**config.mk**
```make
export PLATFORM = sky130hd
export DESIGN_NAME = awpa_ctrl
export DESIGN_NICKNAME = d
export VERILOG_FILES = /design/src/rtl/awpa_pkg.sv /design/src/rtl/awpa_ctrl.sv
export SDC_FILE = /design/constraint.sdc
export NUM_CORES = 1
export LEC_CHECK = 0
export ABC_AREA = 1
export BUFFER_PORTS_ARGS = -buffer_cell sky130_fd_sc_hd__buf_2
export CAP_MARGIN = 20
export CORE_UTILIZATION = 43
export CTS_CLUSTER_SIZE = 14
export DETAILED_ROUTE_END_ITERATION = 8
export GPL_ROUTABILITY_DRIVEN = 0
export PLACE_DENSITY = 0.84
export SLEW_MARGIN = 20
export SYNTH_ARGS = -nofsm -noshare
export SYNTH_HDL_FRONTEND = slang
export SYNTH_SLANG_ARGS = --single-unit
```
**constraint.sdc**
```tcl
create_clock -name clk -period 1.4 [get_ports clk]
set_input_delay 0 -clock clk [delete_from_list [all_inputs] [get_ports clk]]
set_output_delay 0 -clock clk [all_outputs]
set_load 0.03 [all_outputs]
```
**src/rtl/awpa_pkg.sv**
```systemverilog
`default_nettype none
package awpa_pkg;

  localparam int MAX_WIDTH_DEF  = 256;
  localparam int MAX_HEIGHT_DEF = 256;

  localparam int TS_W      = 32;
  localparam int FADE_W    = 16;
  localparam int DIM_W     = 9;
  localparam int POS_W     = 8;
  localparam int CH_W      = 3;
  localparam int ACT_W     = 2;
  localparam int COL_W     = 8;
  localparam int PIX_W     = 3 * COL_W;
  localparam int LIN_W     = 2 * DIM_W;
  localparam int PROD_W    = TS_W + FADE_W;
  localparam int CFG_IDX_W = 3;
  localparam int CFG_W     = 32;
  localparam int DIV_STEPS = TS_W;

  localparam logic [COL_W-1:0] WEIGHT_BASE = 8'd128;
  localparam logic [COL_W-1:0] WEIGHT_FULL = 8'd255;

  localparam logic [ACT_W-1:0] ACT_CLEAR = 2'd0;
  localparam logic [ACT_W-1:0] ACT_POINT = 2'd1;

  localparam logic [CH_W-1:0] CH_RED   = 3'd1;
  localparam logic [CH_W-1:0] CH_GREEN = 3'd2;
  localparam logic [CH_W-1:0] CH_BLUE  = 3'd3;
  localparam logic [CH_W-1:0] CH_RG    = 3'd4;

  localparam logic [CFG_IDX_W-1:0] CFG_END_TIME     = 3'd0;
  localparam logic [CFG_IDX_W-1:0] CFG_GRANULARITY  = 3'd1;
  localparam logic [CFG_IDX_W-1:0] CFG_FADE_RATE    = 3'd2;
  localparam logic [CFG_IDX_W-1:0] CFG_FRAME_WIDTH  = 3'd3;
  localparam logic [CFG_IDX_W-1:0] CFG_FRAME_HEIGHT = 3'd4;

  typedef enum logic [2:0] {
    ST_ADDED     = 3'd0,
    ST_NOT_OLDER = 3'd1,
    ST_STOPPED   = 3'd2,
    ST_OUTSIDE   = 3'd3,
    ST_CLEARED   = 3'd4,
    ST_READ      = 3'd5
  } status_t;

  typedef enum logic [3:0] {
    S_INIT,
    S_IDLE,
    S_EVAL,
    S_CLR,
    S_DIV,
    S_MUL,
    S_CHK,
    S_LOC,
    S_CMP,
    S_RD,
    S_FIN
  } state_t;

  typedef struct packed {
    logic    load;
    logic    eval_point;
    logic    clr_init;
    logic    clr_wr;
    logic    div_start;
    logic    div_step;
    logic    mul_en;
    logic    w_full;
    logic    w_prod;
    logic    set_stop;
    logic    loc_en;
    logic    rd_en;
    logic    mod_en;
    logic    status_ld;
    status_t status;
    logic    out_ld;
  } cmd_t;

  typedef struct packed {
    logic [ACT_W-1:0] action;
    logic             stopped;
    logic             older;
    logic             gran_zero;
    logic             div_last;
    logic             neg;
    logic             in_frame;
    logic             clr_last;
    logic             out_free;
  } sts_t;

endpackage
`default_nettype wire

```
**src/rtl/awpa_ctrl.sv**
```systemverilog
`default_nettype none
module awpa_ctrl (
  input  wire logic           clk,
  input  wire logic           rst_n,
  input  wire logic           in_valid,
  output logic                in_stall,
  input  wire awpa_pkg::sts_t sts,
  output awpa_pkg::cmd_t      cmd
);
  import awpa_pkg::*;

  state_t state_r, state_nxt;

  always_ff @(posedge clk) begin
    if (!rst_n) begin
      state_r <= S_INIT;
    end else begin
      state_r <= state_nxt;
    end
  end

  always_comb begin
    state_nxt = state_r;
    unique case (state_r)
      S_INIT: if (sts.clr_last) state_nxt = S_IDLE;
      S_IDLE: if (in_valid) state_nxt = S_EVAL;
      S_EVAL: begin
        priority case (sts.action)
          ACT_CLEAR: state_nxt = S_CLR;
          ACT_POINT: begin
            priority if (sts.stopped || !sts.older) state_nxt = S_FIN;
            else if (sts.gran_zero) state_nxt = S_LOC;
            else state_nxt = S_DIV;
          end
          default: state_nxt = S_LOC;
        endcase
      end
      S_CLR: if (sts.clr_last) state_nxt = S_FIN;
      S_DIV: if (sts.div_last) state_nxt = S_MUL;
      S_MUL: state_nxt = S_CHK;
      S_CHK: state_nxt = sts.neg ? S_FIN : S_LOC;
      S_LOC: state_nxt = S_CMP;
      S_CMP: state_nxt = sts.in_frame ? S_RD : S_FIN;
      S_RD:  state_nxt = S_FIN;
      S_FIN: if (sts.out_free) state_nxt = S_IDLE;
      default: state_nxt = S_IDLE;
    endcase
  end

  always_comb begin
    cmd = '0;
    cmd.status = ST_ADDED;
    unique case (state_r)
      S_INIT: cmd.clr_wr = 1'b1;
      S_IDLE: cmd.load = in_valid;
      S_EVAL: begin
        priority case (sts.action)
          ACT_CLEAR: begin
            cmd.clr_init  = 1'b1;
            cmd.status_ld = 1'b1;
            cmd.status    = ST_CLEARED;
          end
          ACT_POINT: begin
            cmd.eval_point = 1'b1;
            priority if (sts.stopped) begin
              cmd.status_ld = 1'b1;
              cmd.status    = ST_STOPPED;
            end else if (!sts.older) begin
              cmd.status_ld = 1'b1;
              cmd.status    = ST_NOT_OLDER;
            end else if (sts.gran_zero) begin
              cmd.w_full = 1'b1;
            end else begin
              cmd.div_start = 1'b1;
            end
          end
          default: ;
        endcase
      end
      S_CLR: cmd.clr_wr   = 1'b1;
      S_DIV: cmd.div_step = 1'b1;
      S_MUL: cmd.mul_en   = 1'b1;
      S_CHK: begin
        if (sts.neg) begin
          cmd.set_stop  = 1'b1;
          cmd.status_ld = 1'b1;
          cmd.status    = ST_STOPPED;
        end else begin
          cmd.w_prod = 1'b1;
        end
      end
      S_LOC: cmd.loc_en = 1'b1;
      S_CMP: begin
        if (sts.in_frame) begin
          cmd.rd_en = 1'b1;
        end else begin
          cmd.status_ld = 1'b1;
          cmd.status    = ST_OUTSIDE;
        end
      end
      S_RD: begin
        cmd.mod_en    = 1'b1;
        cmd.status_ld = 1'b1;
        cmd.status    = (sts.action == ACT_POINT) ? ST_ADDED : ST_READ;
      end
      S_FIN: cmd.out_ld = sts.out_free;
      default: ;
    endcase
  end

  assign in_stall = (state_r != S_IDLE);

endmodule
`default_nettype wire

```
==> results.json, run 1 <==
{
  "syn_inst": 113,
  "min_period_ns": 1.42,
  "cts_made_buffers": 3,
  "start_util_pct": 46.2,
  "ys_ff_latch": 4,
  "yosysTopAreaCell": "nand2_1",
  "critPathKind": "register to output pin",
  "wl_per_cell_um": 11.9,
  "cp-start-kind": "register",
  "powerDensity_nw_per_um2": 1820,
  "dp_hpwl_mm": 1.37,
  "grt_max_degree": 7,
  "reg_top3": "state_r x4",
  "leakagePower_nw": 0.577,
  "first_iter_violations": 40,
  "cts_htree_levels": 1,
  "use_met3_pct": 2.31,
  "antenna_left": 0,
  "max_cap_violations": 0,
  "synth-main-ff-cell": "dfxtp_1",
  "postSynth.asyncResetShare_pct": 0,
  "largest_reg_flops": 4,
  "regMostFlops": "state_r",
  "syn_area_per_cell_um2": 5.25,
  "grt_overflow": 0,
  "cts_tree": "yes",
  "busiest_layer": "met2",
  "worst_slew_pin_slew_ns": 0.241,
  "synth_cell_type_count": 16,
  "antenna_found_initial": 0,
  "synth.top_cells.by_count": "29 x nand2_1, 26 x inv_1, 17 x nor2_1",
  "insertion_delay_ns": 0.23,
  "cpPeakStageDelay_ns": 0.39,
  "required_ns": 1.40,
  "grtUsageTotal_pct": 25.3,
  "yosysWarnings": 0,
  "cts-root-buf": "clkbuf_4",
  "final.setup_skew_ns": 0.000239,
  "die_h_um": 39.1,
  "drv_slew": 0,
  "critPathSlowestCell": "dfxtp_4",
  "clock-sinks": 4,
  "p_total_mw": 1.68,
  "coreArea_um2": 1280,
  "min_period_over_period_pct": 102,
  "clock.fmax_mhz": 704,
  "hold_class": "input pin to register",
  "clk_pin_slew_ns": 0.04,
  "route.detailed.drc": 0,
  "final_nets": 171,
  "synth.top_cell.area_share_pct": 18.4,
  "drtPass1Iterations": 4,
  "synth.most_common_cell": "nand2_1",
  "ir_worst_vdd_v": 0.00105,
  "synth_edf_count": 0,
  "yosysSeqAreaShare_pct": 13.5,
  "via_count": 883,
  "met1_usage_pct": 31.2,
  "grt_pass1_vias": 702,
  "arrival_ns": 1.42,
  "use_met2_pct": 44.2,
  "max-slew-margin-rel_pct": 83.7,
  "finalHoldViolations": 0,
  "multiInputGateArea_um2": 435,
  "path_cells": "inv_4 > nor2_4 > nand2_2 > nor2_1 > inv_1 > nand2_1 > inv_2 > o211ai_1 > buf_4",
  "synth_area_um2": 593,
  "layout-drive-gt1-share_pct": 44.9,
  "hold_ws_ns": 0.0241,
  "syn_to_final_growth_pct": 56.3,
  "seq_area_um2": 92.6,
  "fillCellCount": 103,
  "violations": "negative setup slack",
  "rsz0062_at_grt": "true",
  "std_cell_rows": 13,
  "status": "complete, but fails checks",
  "dieArea_um2": 1530,
  "crit_fanout": 4,
  "routed_via_density": 5.16,
  "num_antenna_cells": 0,
  "fin_ws_ns": -0.0213,
  "die_x_um": 39.1,
  "cts_buffer_depth": 2,
  "finalSetupViolCount": 3,
  "syn-num-nets": 126,
  "grt_pass1_wl_mm": 2.67,
  "cp-end-kind": "output pin",
  "io_buffers": 31,
  "synth_top_cells_by_area": "nand2_1 18%, inv_1 16%, dfxtp_1 14%",
  "top_level_ports": 32,
  "cts_hold_buf": 0,
  "routed_wl_mm": 2.03
}
through the flow:
step	setup WS, ns	TNS (ns)	utilization, %	instance area [µm²]	cells
final	-0.0213	-0.0285	72.2	927	171
after global routing	-0.0989	-0.418	72.2	927	171
after CTS	0.00143	0	66.3	852	165
after detailed placement	0.0190	0	60.1	772	159
after global placement	0.109	0	60.1	772	159
after floorplan	-0.0254	-0.0254	-	598	113
cells in the final DEF, fill, tap and decap left out, drive strengths merged:
cell type / count
a21oi: 2
buf: 39
clkbuf: 4
dfxtp: 4
inv: 28
nand2: 32
nand3: 9
nand4: 2
nor2: 25
nor3: 2
o211ai: 2
o21ai: 7
routing by layer:
layer	wire length, µm	up-vias
met3	124	2
met5	0	-
met2	984	49
met4	13	0
li1	-	433
met1	908	399
logic make-up (layout without fill, tap and decap cells):
family,Yosys count,count (layout),share of synthesized area (%)
buffers and inverters,28,71,17.7
AO/OA/AOI/OAI,11,11,10.1
flip-flops,4,4,13.5
AND/OR/NAND/NOR,70,70,58.6
layout make-up:
cell class | instances | share of cell area, %
Multi-Input combinational cell | 81 | 47.0
Timing Repair Buffer | 40 | 26.7
Inverter | 28 | 11.9
Sequential cell | 4 | 9.99
Clock buffer | 3 | 2.43
Tap cell | 15 | 2.02
final timing paths:
| kind | from | end | slack (ns) | cells past startpoint |
|---|---|---|---|---|
| min reg2reg | state_r[0] | state_r[0] | 0.64 | 4 |
| max reg2reg | state_r[1] | state_r[1] | 0.04 | 8 |
| max | state_r[3] | cmd[4] | -0.02 | 9 |
| min | rst_n | state_r[0] | 0.02 | 3 |
what timing repair did:
item                                    4_1_cts  5_1_grt
gates resized for setup                      15       15
buffers inserted                              3        6
hold endpoints to repair                      0        0
endpoints found under the setup margin        7        8
pin swaps                                     1        5
critical path: cells and delay by family (launching register included):
kind,cells,cell delay (ns)
buffers and inverters,4,0.35
AOI/OAI and AO/OA,1,0.08
and+or+nand+nor,4,0.38
DFF,1,0.39
report_power, final:
group,switching (mW),internal [mW]
registers,0.107,0.177
clock network,0.0422,0.0956
logic,0.793,0.469
total,0.942,0.742
(Power assumes the default switching activity.)
==> run 2: changes to the inputs <==
CELL_PAD_IN_SITES_DETAIL_PLACEMENT = 1   (was not set)
CELL_PAD_IN_SITES_GLOBAL_PLACEMENT = 2   (was not set)
CORE_UTILIZATION = 19   (was 43)
PLACE_DENSITY = 0.83   (was 0.84)
==> results.json, run 2 (synthesis gave the netlist of run 1 again) <==
{
  "syn_to_final_growth_pct": 69.0,
  "grtUsageTotal_pct": 13.3,
  "cts_buffer_depth": 2,
  "clock-sinks": 4,
  "use_met3_pct": 2.68,
  "min_period_over_period_pct": 99.8,
  "final_core_util_pct": 35.1,
  "routed_via_density": 4.56,
  "regMostFlops": "state_r",
  "layout_common_cells": "25 x nand2_1, 23 x inv_1, 23 x buf_2",
  "violations": "design-rule violations",
  "clock.fmax_mhz": 716,
  "min_period_ns": 1.40,
  "met1_usage_pct": 16.7,
  "tns_ns": 0,
  "cts_hold_buf": 0,
  "cts_made_buffers": 3,
  "max_cap_violations": 0,
  "arrival_ns": 1.40,
  "drv_slew": 0,
  "io_buffers": 31,
  "leakagePower_nw": 0.594,
  "ir_worst_vdd_v": 0.000767,
  "cts-root-buf": "clkbuf_4",
  "fillCellCount": 384,
  "dieArea_um2": 3350,
  "p_total_mw": 1.74,
  "routed_wl_mm": 2.24,
  "finalSetupViolCount": 0,
  "grt_max_degree": 7,
  "worst_slew_pin_slew_ns": 0.252,
  "required_ns": 1.40,
  "final.setup_skew_ns": 0.00134,
  "use_met2_pct": 22.7,
  "top_level_ports": 32,
  "largest_reg_flops": 4,
  "route.detailed.drc": 2,
  "hold_class": "input pin to register",
  "cp-end-kind": "output pin",
  "final_nets": 172,
  "busiest_layer": "met2",
  "start_util_pct": 20.8,
  "final_common_cell": "nand2_1",
  "die_h_um": 57.9,
  "status": "complete, but fails checks",
  "reg_top3": "state_r x4",
  "grt_pass1_wl_mm": 3.48,
  "clk_pin_slew_ns": 0.04,
  "cts_tree": "yes",
  "wl_per_cell_um": 11.9,
  "critPathKind": "register to output pin",
  "layout-drive-gt1-share_pct": 49.0,
  "fin_area_um2": 1000,
  "placed_area_um2": 792,
  "grt_overflow": 0,
  "finalHoldViolations": 0,
  "rsz0062_at_grt": "true",
  "std_cell_rows": 19,
  "powerDensity_nw_per_um2": 1740,
  "seq_area_um2": 92.6,
  "insertion_delay_ns": 0.24,
  "cp-start-kind": "register",
  "grt_pass1_vias": 835,
  "first_iter_violations": 11,
  "multiInputGateArea_um2": 480,
  "crit_fanout": 6,
  "drtPass1Iterations": 6,
  "coreArea_um2": 2850,
  "cts_htree_levels": 1,
  "antenna_found_initial": 0,
  "die_x_um": 57.9,
  "num_antenna_cells": 0,
  "antenna_left": 0,
  "max-slew-margin-rel_pct": 83.0,
  "via_count": 857,
  "dp_hpwl_mm": 1.69
}
-- run 2: worst paths after layout --
| check | start | endpoint | slack, ns | depth (start not counted) |
|---|---|---|---|---|
| worst max-delay path | state_r[0] | cmd[4] | 0.003 | 8 |
| worst min-delay path | rst_n | state_r[0] | 0.006 | 3 |
| worst max register to register | state_r[1] | state_r[3] | 0.06 | 8 |
| worst min register to register | state_r[0] | state_r[0] | 0.62 | 4 |
-- run 2: layout make-up --
type / count / area share [%]
clock buffer: 3 / 2.25
inverter: 28 / 11.0
multi-input combinational: 81 / 47.9
sequential: 4 / 9.24
tap: 31 / 3.87
timing repair buffer: 41 / 25.7
-- run 2: report_power, final --
group | switching (mW) | internal [mW]
logic | 0.833 | 0.495
registers | 0.0929 | 0.177
clock network | 0.0461 | 0.0958
total | 0.972 | 0.767
-- run 2: worst max-delay path, cell delays in order, from the launching register on --
cell	delay [ns]
dfxtp_4	0.36
nor2_4	0.19
nand2_2	0.08
nor2_1	0.08
inv_1	0.08
nand2_1	0.06
inv_1	0.05
o211ai_1	0.07
buf_4	0.18
-- run 2: repair_timing --
action | 4_1_cts | 5_1_grt
buffers inserted | 4 | 6
endpoints found under the hold margin | 0 | 0
resized for setup | 18 | 22
pin swaps | 2 | 9
endpoints found under the setup margin | 8 | 11
-- run 2: metal layers --
metal	vias up	share of wire (%)
met5	-	0
met4	0	1.4
met3	4	3.2
met2	19	52
met1	402	44
li1	432	-
-- run 2: stage by stage --
step                hold WS, ns  instances  worst slack, ns
floorplan                0.0701        113          -0.0254
global placement          0.245        175           0.0408
detailed placement        0.267        175          -0.0174
CTS                     0.00349        182         -0.00292
global route             0.0128        188          -0.0728
finish                  0.00572        188          0.00312
==> run 3: changes to the inputs <==
clock period = 1.38 ns   (was 1.4 ns; I/O delays follow)
==> results.json, run 3 (synthesis gave the netlist of run 1 again) <==
{
  "status": "complete, but fails checks",
  "violations": "design-rule violations, negative setup slack",
  "route.detailed.drc": 2,
  "io_buffers": 31,
  "cts_htree_levels": 1,
  "drtPass1Iterations": 5,
  "min_period_over_period_pct": 102,
  "seq_area_um2": 95.1,
  "cts-root-buf": "clkbuf_4",
  "tns_ns": -0.0553,
  "grt_pass1_vias": 878,
  "fillCellCount": 397,
  "final.setup_skew_ns": 0.00708,
  "std_cell_rows": 19,
  "arrival_ns": 1.40,
  "max_cap_violations": 0,
  "reg_top3": "state_r x4",
  "grtUsageTotal_pct": 14.0,
  "finalSetupViolCount": 4,
  "final_nets": 179,
  "final_common_cell": "nand2_1",
  "routed_via_density": 4.41,
  "clock.fmax_mhz": 712,
  "ir_worst_vdd_v": 0.000634,
  "p_total_mw": 1.86,
  "worst_slew_pin_slew_ns": 0.298,
  "critPathSlowestCell": "dfxtp_4",
  "cpPeakStageDelay_ns": 0.36,
  "num_antenna_cells": 0,
  "wl_per_cell_um": 11.9,
  "antenna_left": 0,
  "holdCritStartpoint": "sts[0]",
  "largest_reg_flops": 4,
  "grt_pass1_wl_mm": 3.68,
  "layout_common_cells": "25 x nand2_1, 24 x buf_4, 22 x inv_1",
  "place_inst": 178,
  "die_x_um": 57.9,
  "first_iter_violations": 7,
  "grt_max_degree": 7,
  "hold-path-endpoint": "state_r[3]",
  "cts_made_buffers": 3,
  "syn_to_final_growth_pct": 79.7,
  "top_level_ports": 32,
  "path_common_cell": "buf_4",
  "die_h_um": 57.9,
  "via_count": 859,
  "insertion_delay_ns": 0.24,
  "rrSetupSlack_ns": 0,
  "leakagePower_nw": 0.619,
  "required_ns": 1.38,
  "layout-drive-gt1-share_pct": 51.2,
  "path_cells": "buf_4 > nor2_4 > nand2_2 > inv_2 > nand2_1 > o21ai_1 > buf_4",
  "hold_class": "input pin to register",
  "cts_buffer_depth": 2,
  "antenna_found_initial": 0,
  "cts_tree": "yes",
  "cp-start-kind": "register",
  "regMostFlops": "state_r",
  "powerDensity_nw_per_um2": 1750,
  "min_period_ns": 1.40,
  "min_path_cells": 4,
  "dp_hpwl_mm": 1.81,
  "finalHoldViolations": 0,
  "clk_pin_slew_ns": 0.04,
  "final_cell_count_no_fill": 195,
  "ff2ff_path_depth": 9,
  "start_util_pct": 20.8,
  "fin_ws_ns": -0.0242,
  "routed_wl_mm": 2.32,
  "rsz0062_at_grt": "true",
  "regToRegEndpoint": "state_r[1]",
  "critPathKind": "register to output pin",
  "multiInputGateArea_um2": 478,
  "clock-sinks": 4,
  "dieArea_um2": 3350,
  "coreArea_um2": 2850,
  "cp-end-kind": "output pin",
  "r2r-start": "state_r[1]",
  "grt_overflow": 0,
  "crit_fanout": 6,
  "drv_slew": 0,
  "max-slew-margin-rel_pct": 79.9
}
==> run 3: final cells by class <==
| cell class | count | area share, % |
|---|---|---|
| clock buffer | 3 | 2.11 |
| inverter | 28 | 10.1 |
| multi-input combinational | 81 | 44.8 |
| sequential | 4 | 8.92 |
| tap | 31 | 3.64 |
| timing repair buffer | 48 | 30.4 |
==> run 3: power breakdown <==
part | internal [mW] | switching [mW] | total (mW)
logic | 0.578 | 0.858 | 1.44
clock network | 0.0979 | 0.0564 | 0.154
registers | 0.181 | 0.0908 | 0.272
==> run 3: per-layer routing <==
layer | track usage (%) | share of wire [%] | wire (µm) | up-vias
li1 | - | - | - | 447
met1 | 17.3 | 46 | 1060 | 398
met2 | 25.1 | 51 | 1190 | 12
met3 | 3.35 | 2.9 | 68 | 2
met4 | 2.04 | 0.26 | 6 | 0
met5 | 0 | 0 | 0 | -
==> run 3: worst max-delay path, delay by kind of cell, from the launching register on <==
kind | cells | cell delay (ns)
flops | 1 | 0.36
simple gates | 3 | 0.30
compound gates | 1 | 0.11
buf+inv | 3 | 0.39
==> run 3: worst max path at each step <==
stage,startpoint,to,cells past startpoint
2_1_floorplan,state_r[1],cmd[2],6
3_3_place_gp,state_r[1],state_r[1],8
3_5_place_dp,state_r[3],cmd[4],9
4_1_cts,state_r[1],cmd[2],7
5_1_grt,state_r[3],cmd[2],6
6_report,state_r[1],cmd[3],7
==> run 3: repair_timing <==
action,in CTS,in global routing
gates resized for setup,24,23
endpoints found under the setup margin,13,16
buffers inserted,7,6
pin swaps,4,9
hold endpoints to repair,2,0
hold buffers,1,0
cloned,0,0
==> run 3: metrics by stage <==
stage	hold WS (ns)	cell area [µm²]	worst slack [ns]	utilization (%)
global placement	0.253	815	0.00271	28.6
global route	0.182	1070	-0.0951	37.4
CTS	0.129	961	-0.0389	33.7
detailed placement	0.253	815	0.00339	28.6
floorplan	0.0701	598	-0.0454	-
finish	0.162	1070	-0.0242	37.4
